<file path="config.mk">
export PLATFORM = sky130hd
export DESIGN_NAME = dnlc_ctrl
export DESIGN_NICKNAME = d
export VERILOG_FILES = /design/src/hdl/dnlc_pkg.sv /design/src/hdl/dnlc_ctrl.sv
export SDC_FILE = /design/constraint.sdc
export NUM_CORES = 1
export LEC_CHECK = 0
export ABC_AREA = 0
export BUFFER_PORTS_ARGS = -buffer_cell sky130_fd_sc_hd__buf_2
export CORE_MARGIN = 3
export CORE_UTILIZATION = 47
export CTS_CLUSTER_DIAMETER = 80
export CTS_CLUSTER_SIZE = 8
export DETAILED_ROUTE_END_ITERATION = 16
export GPL_TIMING_DRIVEN = 0
export PLACE_DENSITY_LB_ADDON = 0.1
export SYNTH_ARGS = -nofsm -noshare
export SYNTH_HDL_FRONTEND = slang
export SYNTH_SLANG_ARGS = --single-unit
</file>
<file path="constraint.sdc">
create_clock -name clk -period 2.76 [get_ports clk]
set_clock_uncertainty 0.15 [all_clocks]
set_input_delay 0.138 -clock clk [delete_from_list [all_inputs] [get_ports clk]]
set_output_delay 0.138 -clock clk [all_outputs]
set_load 0.01 [all_outputs]
</file>
<file path="src/hdl/dnlc_pkg.sv">
// ----------------------------------------------------------------------------
// dnlc_pkg
// Shared constants, operation codes and controller/datapath interface types
// for the directory name lookup cache.
// ----------------------------------------------------------------------------
package dnlc_pkg;

  localparam int ENTRIES_DEF    = 64;
  localparam int NAME_BYTES_DEF = 32;

  localparam logic [2:0] KIND_LOOKUP    = 3'd0;
  localparam logic [2:0] KIND_ENTER     = 3'd1;
  localparam logic [2:0] KIND_REMOVE    = 3'd2;
  localparam logic [2:0] KIND_PURGE_ID  = 3'd3;
  localparam logic [2:0] KIND_PURGE_SB  = 3'd4;
  localparam logic [2:0] KIND_PURGE_ALL = 3'd5;

  typedef struct packed {
    logic [15:0] dir;
    logic [15:0] tgt;
    logic [7:0]  sb;
  } meta_t;

  // commands from controller to datapath
  typedef struct packed {
    logic byte_we;
    logic op_start;
    logic op_end;
    logic init_step;
    logic scan_clr;
    logic scan_rd;
    logic scan_adv;
    logic found_ld;
    logic m_scan;
    logic head_rd;
    logic m_head;
    logic slot_wr;
    logic valid_clr_all;
    logic valid_clr;
    logic walk_start;
    logic walk_rd;
    logic walk_wr;
  } cmd_t;

  // status from datapath to controller
  typedef struct packed {
    logic init_done;
    logic ovf;
    logic hit_name;
    logic hit_id;
    logic hit_sb;
    logic scan_last;
    logic walk_stop;
  } st_t;

endpackage

</file>
<file path="src/hdl/dnlc_ctrl.sv">
// ----------------------------------------------------------------------------
// dnlc_ctrl
// Operation sequencer: reset fill of the replacement order, slot scan,
// slot write, move-to-front walk and result strobe.
// ----------------------------------------------------------------------------
module dnlc_ctrl
  import dnlc_pkg::*;
(
  input  logic       clk,
  input  logic       rst,
  input  logic       start,
  input  logic [2:0] kind,
  input  logic       last,
  input  logic       caching_off,
  input  st_t        st,
  output cmd_t       cmd,
  output logic       busy,
  output logic       done,
  output logic       status
);

  typedef enum logic [3:0] {
    S_INIT, S_IDLE, S_SCAN_RD, S_SCAN_CMP, S_HEAD_RD, S_HEAD_WAIT,
    S_WRITE, S_WALK_RD, S_WALK_WR, S_FIN
  } state_t;

  state_t     state, state_next;
  logic [2:0] op, op_next;
  logic       fin_status, fin_status_next;
  logic       done_next, status_next;
  logic       purge_hit;

  assign busy = (state != S_IDLE);
  assign purge_hit = (op == KIND_PURGE_ID) ? st.hit_id : st.hit_sb;

  always_comb begin
    cmd             = '0;
    state_next      = state;
    op_next         = op;
    fin_status_next = fin_status;
    done_next       = 1'b0;
    status_next     = status;
    case (state)
      S_INIT: begin
        cmd.init_step = 1'b1;
        if (st.init_done) state_next = S_IDLE;
      end
      S_IDLE: begin
        if (start) begin
          if (!last) begin
            cmd.byte_we = 1'b1;
          end else begin
            cmd.op_start = 1'b1;
            cmd.scan_clr = 1'b1;
            op_next      = kind;
            if (kind inside {KIND_LOOKUP, KIND_ENTER, KIND_REMOVE}) begin
              if (caching_off || st.ovf) begin
                fin_status_next = 1'b1;
                state_next      = S_FIN;
              end else begin
                state_next = S_SCAN_RD;
              end
            end else if (kind inside {KIND_PURGE_ID, KIND_PURGE_SB}) begin
              state_next = S_SCAN_RD;
            end else if (kind == KIND_PURGE_ALL) begin
              cmd.valid_clr_all = 1'b1;
              fin_status_next   = 1'b0;
              state_next        = S_FIN;
            end else begin
              fin_status_next = 1'b1;
              state_next      = S_FIN;
            end
          end
        end
      end
      S_SCAN_RD: begin
        cmd.scan_rd = 1'b1;
        state_next  = S_SCAN_CMP;
      end
      S_SCAN_CMP: begin
        if (op == KIND_PURGE_ID || op == KIND_PURGE_SB) begin
          if (purge_hit) begin
            cmd.valid_clr  = 1'b1;
            cmd.walk_start = 1'b1;
            state_next     = S_WALK_RD;
          end else if (st.scan_last) begin
            fin_status_next = 1'b0;
            state_next      = S_FIN;
          end else begin
            cmd.scan_adv = 1'b1;
            state_next   = S_SCAN_RD;
          end
        end else if (st.hit_name) begin
          case (op)
            KIND_LOOKUP: begin
              cmd.found_ld    = 1'b1;
              fin_status_next = 1'b0;
              state_next      = S_FIN;
            end
            KIND_ENTER: begin
              cmd.m_scan = 1'b1;
              state_next = S_WRITE;
            end
            default: begin
              cmd.valid_clr  = 1'b1;
              cmd.walk_start = 1'b1;
              state_next     = S_WALK_RD;
            end
          endcase
        end else if (st.scan_last) begin
          if (op == KIND_ENTER) begin
            state_next = S_HEAD_RD;
          end else begin
            fin_status_next = 1'b1;
            state_next      = S_FIN;
          end
        end else begin
          cmd.scan_adv = 1'b1;
          state_next   = S_SCAN_RD;
        end
      end
      S_HEAD_RD: begin
        cmd.head_rd = 1'b1;
        state_next  = S_HEAD_WAIT;
      end
      S_HEAD_WAIT: begin
        cmd.m_head = 1'b1;
        state_next = S_WRITE;
      end
      S_WRITE: begin
        cmd.slot_wr     = 1'b1;
        fin_status_next = 1'b0;
        state_next      = S_FIN;
      end
      S_WALK_RD: begin
        cmd.walk_rd = 1'b1;
        state_next  = S_WALK_WR;
      end
      S_WALK_WR: begin
        cmd.walk_wr = 1'b1;
        if (st.walk_stop) begin
          if (op == KIND_REMOVE || st.scan_last) begin
            fin_status_next = 1'b0;
            state_next      = S_FIN;
          end else begin
            cmd.scan_adv = 1'b1;
            state_next   = S_SCAN_RD;
          end
        end else begin
          state_next = S_WALK_RD;
        end
      end
      S_FIN: begin
        cmd.op_end  = 1'b1;
        done_next   = 1'b1;
        status_next = fin_status;
        state_next  = S_IDLE;
      end
      default: state_next = S_IDLE;
    endcase
  end

  always_ff @(posedge clk) begin
    if (rst) begin
      state <= S_INIT;
      done  <= 1'b0;
    end else begin
      state <= state_next;
      done  <= done_next;
    end
    op         <= op_next;
    fin_status <= fin_status_next;
    status     <= status_next;
  end

endmodule

</file>
==> run summary, run 1 <==
• **outcome** finished clean
• **number of cells on the worst reg-to-reg path** 5
• **internal cell power** 0.276 mW
• **DRT iter0 DRCs** 74
• **maximum buffer depth of the clock tree** 2
• **reg-to-reg startpoint** op[1]
• **Die Y-Extent** 48.6 um
• **H-Tree Depth** 1
• **endpoints failing hold** 0
• **clock power share** 0.364
• **dominant register cell in the synthesized netlist** sky130_fd_sc_hd__edfxtp_1
• **detail-routed via count per cell** 5.71
• **instance count of the mapped netlist** 116
• **Largest stage delay, worst path** 0.46 ns
• **endpoint of the worst register-to-register path** fin_status
• **share of final-layout standard cells stronger than drive strength 1** 0.297
• **share of synthesized registers carrying an async set or reset** 0
• **via count of the routed design** 1,040
• **combinational fraction of design power** 0.219
• **unique cell type count in the Yosys netlist** 40
• **per-cell routed wire length** 13.3 um
• **core area** 0.00161 sq mm
• **overall power** 0.388 mW
• **post-DP HPWL** 1.76 mm
• **combined area of the multi-input logic cells** 522 sq um
• **IO Port Bufs** 34
• **clock root buffer** sky130_fd_sc_hd__clkbuf_4
• **number of rows created at floorplan** 14
• **critical-path maximum fanout** 10
• **gpl congestion** 0.902
• **CTS buffer count** 3
• **kind of capture point of the worst setup path** output port
• **most common cell after layout, fill and taps aside** sky130_fd_sc_hd__buf_2
• **hold wc startpoint** st[6]
• **Flop pwr share** 0.417
• **type of element launching the critical path** flop
• **cell area after layout** 0.00113 sq mm
• **ratio of total power to cell area** 343 mW/mm^2
• **critical path class** reg -> out
• **setup slack of the worst register-to-register path** 0.44 ns
• **Syn Area/Cell** 7.37 sq um
• **maximum clock frequency** 422 MHz
• **WP data required** 2.47 ns
• **transition at the pin with the smallest max-transition slack** 0.537 ns
• **critical path cell sequence** clkbuf_1 -> nand2b_1 -> nor3_1 -> nand2_1 -> o22ai_1 -> buf_2
• **simple-gate share of the synthesized area** 0.334
• **number of cells on the worst hold path** 4
• **shortest period the worst path allows** 2.37 ns
• **leakage component of the power** 0.515 nW
• **area enclosed by the die boundary** 0.00237 sq mm
• **RSZ-0062 raised after global routing** no
• **reported net switching power** 0.111 mW
• **Pre-Repair DR Iteration Count** 4
• **main combinational cell family by area after synthesis** simple AND/OR/NAND/NOR gates
• **number of nets in the layout** 174
• **number of register bits inferred by synthesis** 10
• **area of all sequential standard cells** 250 sq um
• **Post-synth EDFFs** 5
• **initial antenna violation count** 0
• **Hold Path End** state[0]
• **sequential-to-total area share from yosys stat** 0.293
• **Residual DRC** 0
• **number of clock sinks** 10
• **Crit. Startpoint** state[3]
• **Slew Limit Headroom** 0.639
• **Worst path slowest cell** sky130_fd_sc_hd__nor3_1
• **CP top delay family** simple AND/OR/NAND/NOR gates
• **multiplexer fraction of the synthesized cell area** 0
• **count of boundary I/O pins** 35
• **count of final max-slew check failures** 0
• **Antenna diodes** 0
• **Filler cells** 142
• **relative area change from synthesis to final layout** 32.4%
• **path category of the worst min-delay check** in -> reg
• **worst skew pair latency** 0.27 ns
• **Setup TNS Final** 0 ns
• **complex-gate fraction of the synthesized area** 0.277
• **number of maximum-capacitance constraint violations** 0
• **grt ovf** 0
• **number of global-route vias before repair** 924
• **TritonCTS clock tree** built
• **global-route wire length before repair** 4.04 mm
• **xor/xnor share of the synthesized area** 0
• **commonest cells after routing, fill and taps aside** sky130_fd_sc_hd__buf_2 (34), sky130_fd_sc_hd__nor2_1 (19), sky130_fd_sc_hd__nand2_1 (12), sky130_fd_sc_hd__a21oi_1 (7)
• **fraction of power spent switching nets** 0.287
• **cell area after technology mapping** 855 sq um
• **data arrival time at the worst-slack endpoint** 2.08 ns
• **CTS clock-pin slew for the worst setup and hold paths** 0.08 ns
• **Final Routed Wirelength** 2.42 mm
• **width of the die** 48.6 um
• **placement-stage cell area** 0.00105 sq mm
• **arithmetic-cell share of the synthesized area counting full adders, half adders and majority gates** 0
• **total buffers and inverters traversed by the critical path** 2
• **total global-route track usage** 0.210
• **number of setup violations in the final report** 0
• **maximum number of pins on one net before global-route repair** 11
• **starting density of the core** 0.530
• **Ys Warns** 0
• **share of the clock period used by the worst path after layout** 0.858
• **count of nets left with antenna violations after detail routing** 0
• **Post-Synthesis Net Count** 131
• **post-CTS setup buffer count** 0
• **worst ir drop on vdd** 0.275 mV
-- worst reg2reg max path, cell delays in order (launching register included) --
cell	delay, ns
sky130_fd_sc_hd__edfxtp_1	0.49
sky130_fd_sc_hd__and4b_1	0.24
sky130_fd_sc_hd__a31o_1	0.22
sky130_fd_sc_hd__a311o_1	0.37
sky130_fd_sc_hd__a311oi_1	0.32
sky130_fd_sc_hd__o221a_1	0.26
-- per-layer routing --
metal | wire (um) | GRT usage | vias up
li1 | - | - | 511
met1 | 1060 | 0.276 | 460
met2 | 1060 | 0.324 | 59
met3 | 226 | 0.0521 | 10
met4 | 72 | 0.0900 | 0
met5 | 0 | 0 | -
-- cells by family (layout without fill, tap and decap cells) --
logic type             after synthesis  after routing
flip-flops                          10             10
AND/OR/NAND/NOR                     57             57
buffers and inverters               14             56
AO/OA/AOI/OAI                       35             35
-- Yosys cell counts, types with 3 or more instances --
cell                       instances  area [sq um]
sky130_fd_sc_hd__a21oi_1           7          35.0
sky130_fd_sc_hd__a31oi_1           4          25.0
sky130_fd_sc_hd__inv_1             4          15.0
sky130_fd_sc_hd__nor2_1           19          71.3
sky130_fd_sc_hd__nand2_1          12          45.0
sky130_fd_sc_hd__nor4_1            3          18.8
sky130_fd_sc_hd__nand2b_1          5          31.3
sky130_fd_sc_hd__nor3_1            4          20.0
sky130_fd_sc_hd__clkbuf_1          3          11.3
sky130_fd_sc_hd__edfxtp_1          5           150
sky130_fd_sc_hd__buf_4             3          22.5
sky130_fd_sc_hd__o21ai_0           5          25.0
sky130_fd_sc_hd__dfxtp_1           5           100
-- power groups by stage --
stage | combinational, mW | clock [mW] | sequential [mW]
2_1_floorplan | 0.0491 | 0 | 0.164
3_3_place_gp | 0.0773 | 0 | 0.165
3_5_place_dp | 0.0784 | 0 | 0.165
4_1_cts | 0.0832 | 0.140 | 0.162
5_1_grt | 0.0930 | 0.144 | 0.162
6_report | 0.0849 | 0.141 | 0.162
-- repair_timing --
action	CTS	global route
gates resized for setup	0	0
hold endpoints to repair	6	0
hold buffers	4	0
-- per-stage QoR --
step                       util  hold WS [ns]  setup slack, ns  cells
after floorplan               -        0.0571            0.679    116
final                     0.702        0.0162            0.391    182
after global routing      0.702        0.0402            0.236    182
after global placement    0.655         0.204            0.486    174
after detailed placement  0.655         0.208            0.462    174
after CTS                 0.702        0.0162            0.445    182
-- cell type report --
cell class              instances  area share
inverters                       5      0.0166
flip-flops and latches         10       0.221
plain buffers                   9      0.0564
well taps                      24      0.0265
clock buffers                   4      0.0321
multi-input cells              92       0.461
repair buffers                 38       0.186
-- sequential cells by signal, indices dropped and copies added, names as in the netlist --
name and count:
done 1, fin_status 1, op 3, state 4
status 1
-- how the worst max path moves through the flow --
stage / end / depth (start not counted)
after floorplan: fin_status / 5
after global placement: fin_status / 5
after detailed placement: fin_status / 5
after CTS: fin_status / 5
after global routing: cmd[10] / 6
final: cmd[10] / 6
No activity file was read; power rests on OpenSTA's default activity.
==> run 2: changes to the inputs <==
--- a/config.mk
+++ b/config.mk
@@ -7,8 +7,10 @@
 export LEC_CHECK = 0
 export ABC_AREA = 0
 export BUFFER_PORTS_ARGS = -buffer_cell sky130_fd_sc_hd__buf_2
+export CELL_PAD_IN_SITES_DETAIL_PLACEMENT = 0
+export CELL_PAD_IN_SITES_GLOBAL_PLACEMENT = 1
 export CORE_MARGIN = 3
-export CORE_UTILIZATION = 47
+export CORE_UTILIZATION = 32
 export CTS_CLUSTER_DIAMETER = 80
 export CTS_CLUSTER_SIZE = 8
 export DETAILED_ROUTE_END_ITERATION = 16
==> constraint.sdc (replaced) <==
create_clock -name clk -period 2.76 [get_ports clk]
set_clock_uncertainty 0.15 [all_clocks]
set_input_delay 0.552 -clock clk [delete_from_list [all_inputs] [get_ports clk]]
set_output_delay 0.552 -clock clk [all_outputs]
set_load 0.01 [all_outputs]
==> run 2 against run 1 <==
Via count fell by 1.9%. Highest routed layer unchanged. Hold slack better by 0.27 ns. Critical path depth grew 1. Flip-flop and latch count is the same. Count of clock-buffer cells in the layout did not move. Combinational power down 4.4%. Maximum frequency decreased by 6.6%. Largest cell class unchanged. Total power is 3.0% lower. Cell count grew 0.55%. Clock power down 6%.
==> run summary, run 2 (synthesis results as in run 1) <==
• **outcome** finished clean, unchanged
• **IO Port Bufs** 34, unchanged
• **relative area change from synthesis to final layout** 29.0%, was 32.4%
• **type of element launching the critical path** flop, unchanged
• **post-DP HPWL** 1.87 mm, was 1.76 mm
• **count of nets left with antenna violations after detail routing** 0, unchanged
• **Pre-Repair DR Iteration Count** 5, was 4
• **number of rows created at floorplan** 18, was 14
• **shortest period the worst path allows** 2.54 ns, was 2.37 ns
• **WP data required** 2.06 ns, was 2.47 ns
• **clock root buffer** sky130_fd_sc_hd__clkbuf_4, unchanged
• **path category of the worst min-delay check** reg -> reg, was in -> reg
• **critical path cell sequence** clkbuf_2 -> nand2b_1 -> nor3_2 -> inv_2 -> nor2_2 -> buf_4 -> buf_2, was clkbuf_1 -> nand2b_1 -> nor3_1 -> nand2_1 -> o22ai_1 -> buf_2
• **total global-route track usage** 0.154, was 0.210
• **Residual DRC** 0, unchanged
• **final worst slack** 0.224 ns, was 0.391 ns
• **number of clock sinks** 10, unchanged
• **Largest register FFs** 4, unchanged
• **gpl congestion** 0.820, was 0.902
• **core area** 0.00250 sq mm, was 0.00161 sq mm
• **most common cell after layout, fill and taps aside** sky130_fd_sc_hd__buf_2, unchanged
• **endpoints failing hold** 0, unchanged
• **Setup TNS Final** 0 ns, unchanged
• **initial antenna violation count** 0, unchanged
• **critical path class** reg -> out, unchanged
• **Slew Limit Headroom** 0.704, was 0.639
• **Filler cells** 262, was 142
• **Largest stage delay, worst path** 0.30 ns, was 0.46 ns
• **commonest cells after routing, fill and taps aside** sky130_fd_sc_hd__buf_2 (34), sky130_fd_sc_hd__nor2_1 (18), sky130_fd_sc_hd__nand2_1 (12), sky130_fd_sc_hd__a21oi_1 (7), was sky130_fd_sc_hd__buf_2 (34), sky130_fd_sc_hd__nor2_1 (19), sky130_fd_sc_hd__nand2_1 (12), sky130_fd_sc_hd__a21oi_1 (7)
• **width of the die** 57.7 um, was 48.6 um
• **total buffers and inverters traversed by the critical path** 4, was 2
• **worst skew pair latency** 0.27 ns, about the same
• **Final Routed Wirelength** 2.42 mm, about the same
• **Antenna diodes** 0, unchanged
• **CTS buffer count** 3, unchanged
• **per-cell routed wire length** 13.2 um, was 13.3 um
• **leakage component of the power** 0.501 nW, was 0.515 nW
• **area of all sequential standard cells** 250 sq um, unchanged
• **register with the most flip-flops** state, unchanged
• **largest registers in the final layout** state: 4 flops, op: 3 flops, unchanged
• **critical-path maximum fanout** 8, was 10
• **maximum number of pins on one net before global-route repair** 11, unchanged
• **CP top delay family** simple AND/OR/NAND/NOR gates, unchanged
• **CTS clock-pin slew for the worst setup and hold paths** 0.07 ns, was 0.08 ns
• **detail-routed via count per cell** 5.57, was 5.71
• **maximum clock frequency** 394 MHz, was 422 MHz
• **ratio of total power to cell area** 341 mW/mm^2, was 343 mW/mm^2
• **kind of capture point of the worst setup path** output port, unchanged
• **H-Tree Depth** 1, unchanged
• **starting density of the core** 0.342, was 0.530
• **share of final-layout standard cells stronger than drive strength 1** 0.320, was 0.297
• **area enclosed by the die boundary** 0.00333 sq mm, was 0.00237 sq mm
• **count of final max-slew check failures** 0, unchanged
• **combined area of the multi-input logic cells** 529 sq um, was 522 sq um
• **number of nets in the layout** 169, was 174
• **final cell utilization of the core** 0.441, was 0.702
• **Worst path slowest cell** sky130_fd_sc_hd__dfxtp_1, was sky130_fd_sc_hd__nor3_1
• **TritonCTS clock tree** built, unchanged
• **global-route wire length before repair** 4.06 mm, was 4.04 mm
• **overall power** 0.376 mW, was 0.388 mW
• **Die Y-Extent** 57.7 um, was 48.6 um
• **number of maximum-capacitance constraint violations** 0, unchanged
• **maximum buffer depth of the clock tree** 2, unchanged
• **number of setup violations in the final report** 0, unchanged
• **pre-CTS setup slack** 0.316 ns, was 0.462 ns
• **RSZ-0062 raised after global routing** no, unchanged
• **number of global-route vias before repair** 924, unchanged
• **post-CTS setup buffer count** 0, unchanged
• **worst ir drop on vdd** 0.152 mV, was 0.275 mV
• **grt ovf** 0, unchanged
• **share of the clock period used by the worst path after layout** 0.919, was 0.858
• **count of boundary I/O pins** 35, unchanged
• **via count of the routed design** 1,020, was 1,040
• **data arrival time at the worst-slack endpoint** 1.83 ns, was 2.08 ns
• **DRT iter0 DRCs** 33, was 74
• **transition at the pin with the smallest max-transition slack** 0.440 ns, was 0.537 ns
run 2: layer usage:
| layer | vias up | global-route usage | routed length, um |
|---|---|---|---|
| met4 | 0 | 0.0530 | 37 |
| li1 | 496 | - | - |
| met3 | 4 | 0.0356 | 203 |
| met5 | - | 0 | 0 |
| met2 | 57 | 0.229 | 1040 |
| met1 | 463 | 0.218 | 1140 |
run 2: area by class of cell:
type	instances	share of cell area
Timing Repair Buffer	34	0.154
Sequential cell	10	0.227
Multi-Input combinational cell	92	0.480
Inverter	5	0.0170
Tap cell	30	0.0341
Buffer	8	0.0545
Clock buffer	4	0.0329
run 2: worst paths after layout:
path,start,endpoint,slack (ns),cells past startpoint
max,state[1],cmd[15],0.22,7
min,fin_status,status,0.28,0
max reg2reg,op[1],fin_status,0.49,5
min reg2reg,fin_status,status,0.28,0
run 2: through the flow:
step	area [sq um]	std cells	hold WS [ns]
6_report	1100	183	0.283
5_1_grt	1100	183	0.291
4_1_cts	1100	184	0.291
3_5_place_dp	1060	180	0.275
3_3_place_gp	1060	180	0.261
2_1_floorplan	855	116	0.250
run 2: timing repair:
item	in CTS	in global routing
endpoints found under the hold margin	0	0
hold buffers	0	0
resized for setup	0	2
setup endpoints to repair	0	2
run 2: worst register-to-register path, cell delays in order (launching register included):
cell,delay (ns)
sky130_fd_sc_hd__edfxtp_1,0.49
sky130_fd_sc_hd__and4b_1,0.24
sky130_fd_sc_hd__a31o_1,0.22
sky130_fd_sc_hd__a311o_1,0.37
sky130_fd_sc_hd__a311oi_1,0.30
sky130_fd_sc_hd__o221a_1,0.24
run 2: power breakdown:
part | leakage, nW | total [mW] | internal (mW) | switching, mW
registers | 0.0852 | 0.162 | 0.159 | 0.00275
clock network | 0.0210 | 0.133 | 0.0802 | 0.0525
logic | 0.395 | 0.0812 | 0.0333 | 0.0479
total | 0.501 | 0.376 | 0.273 | 0.103
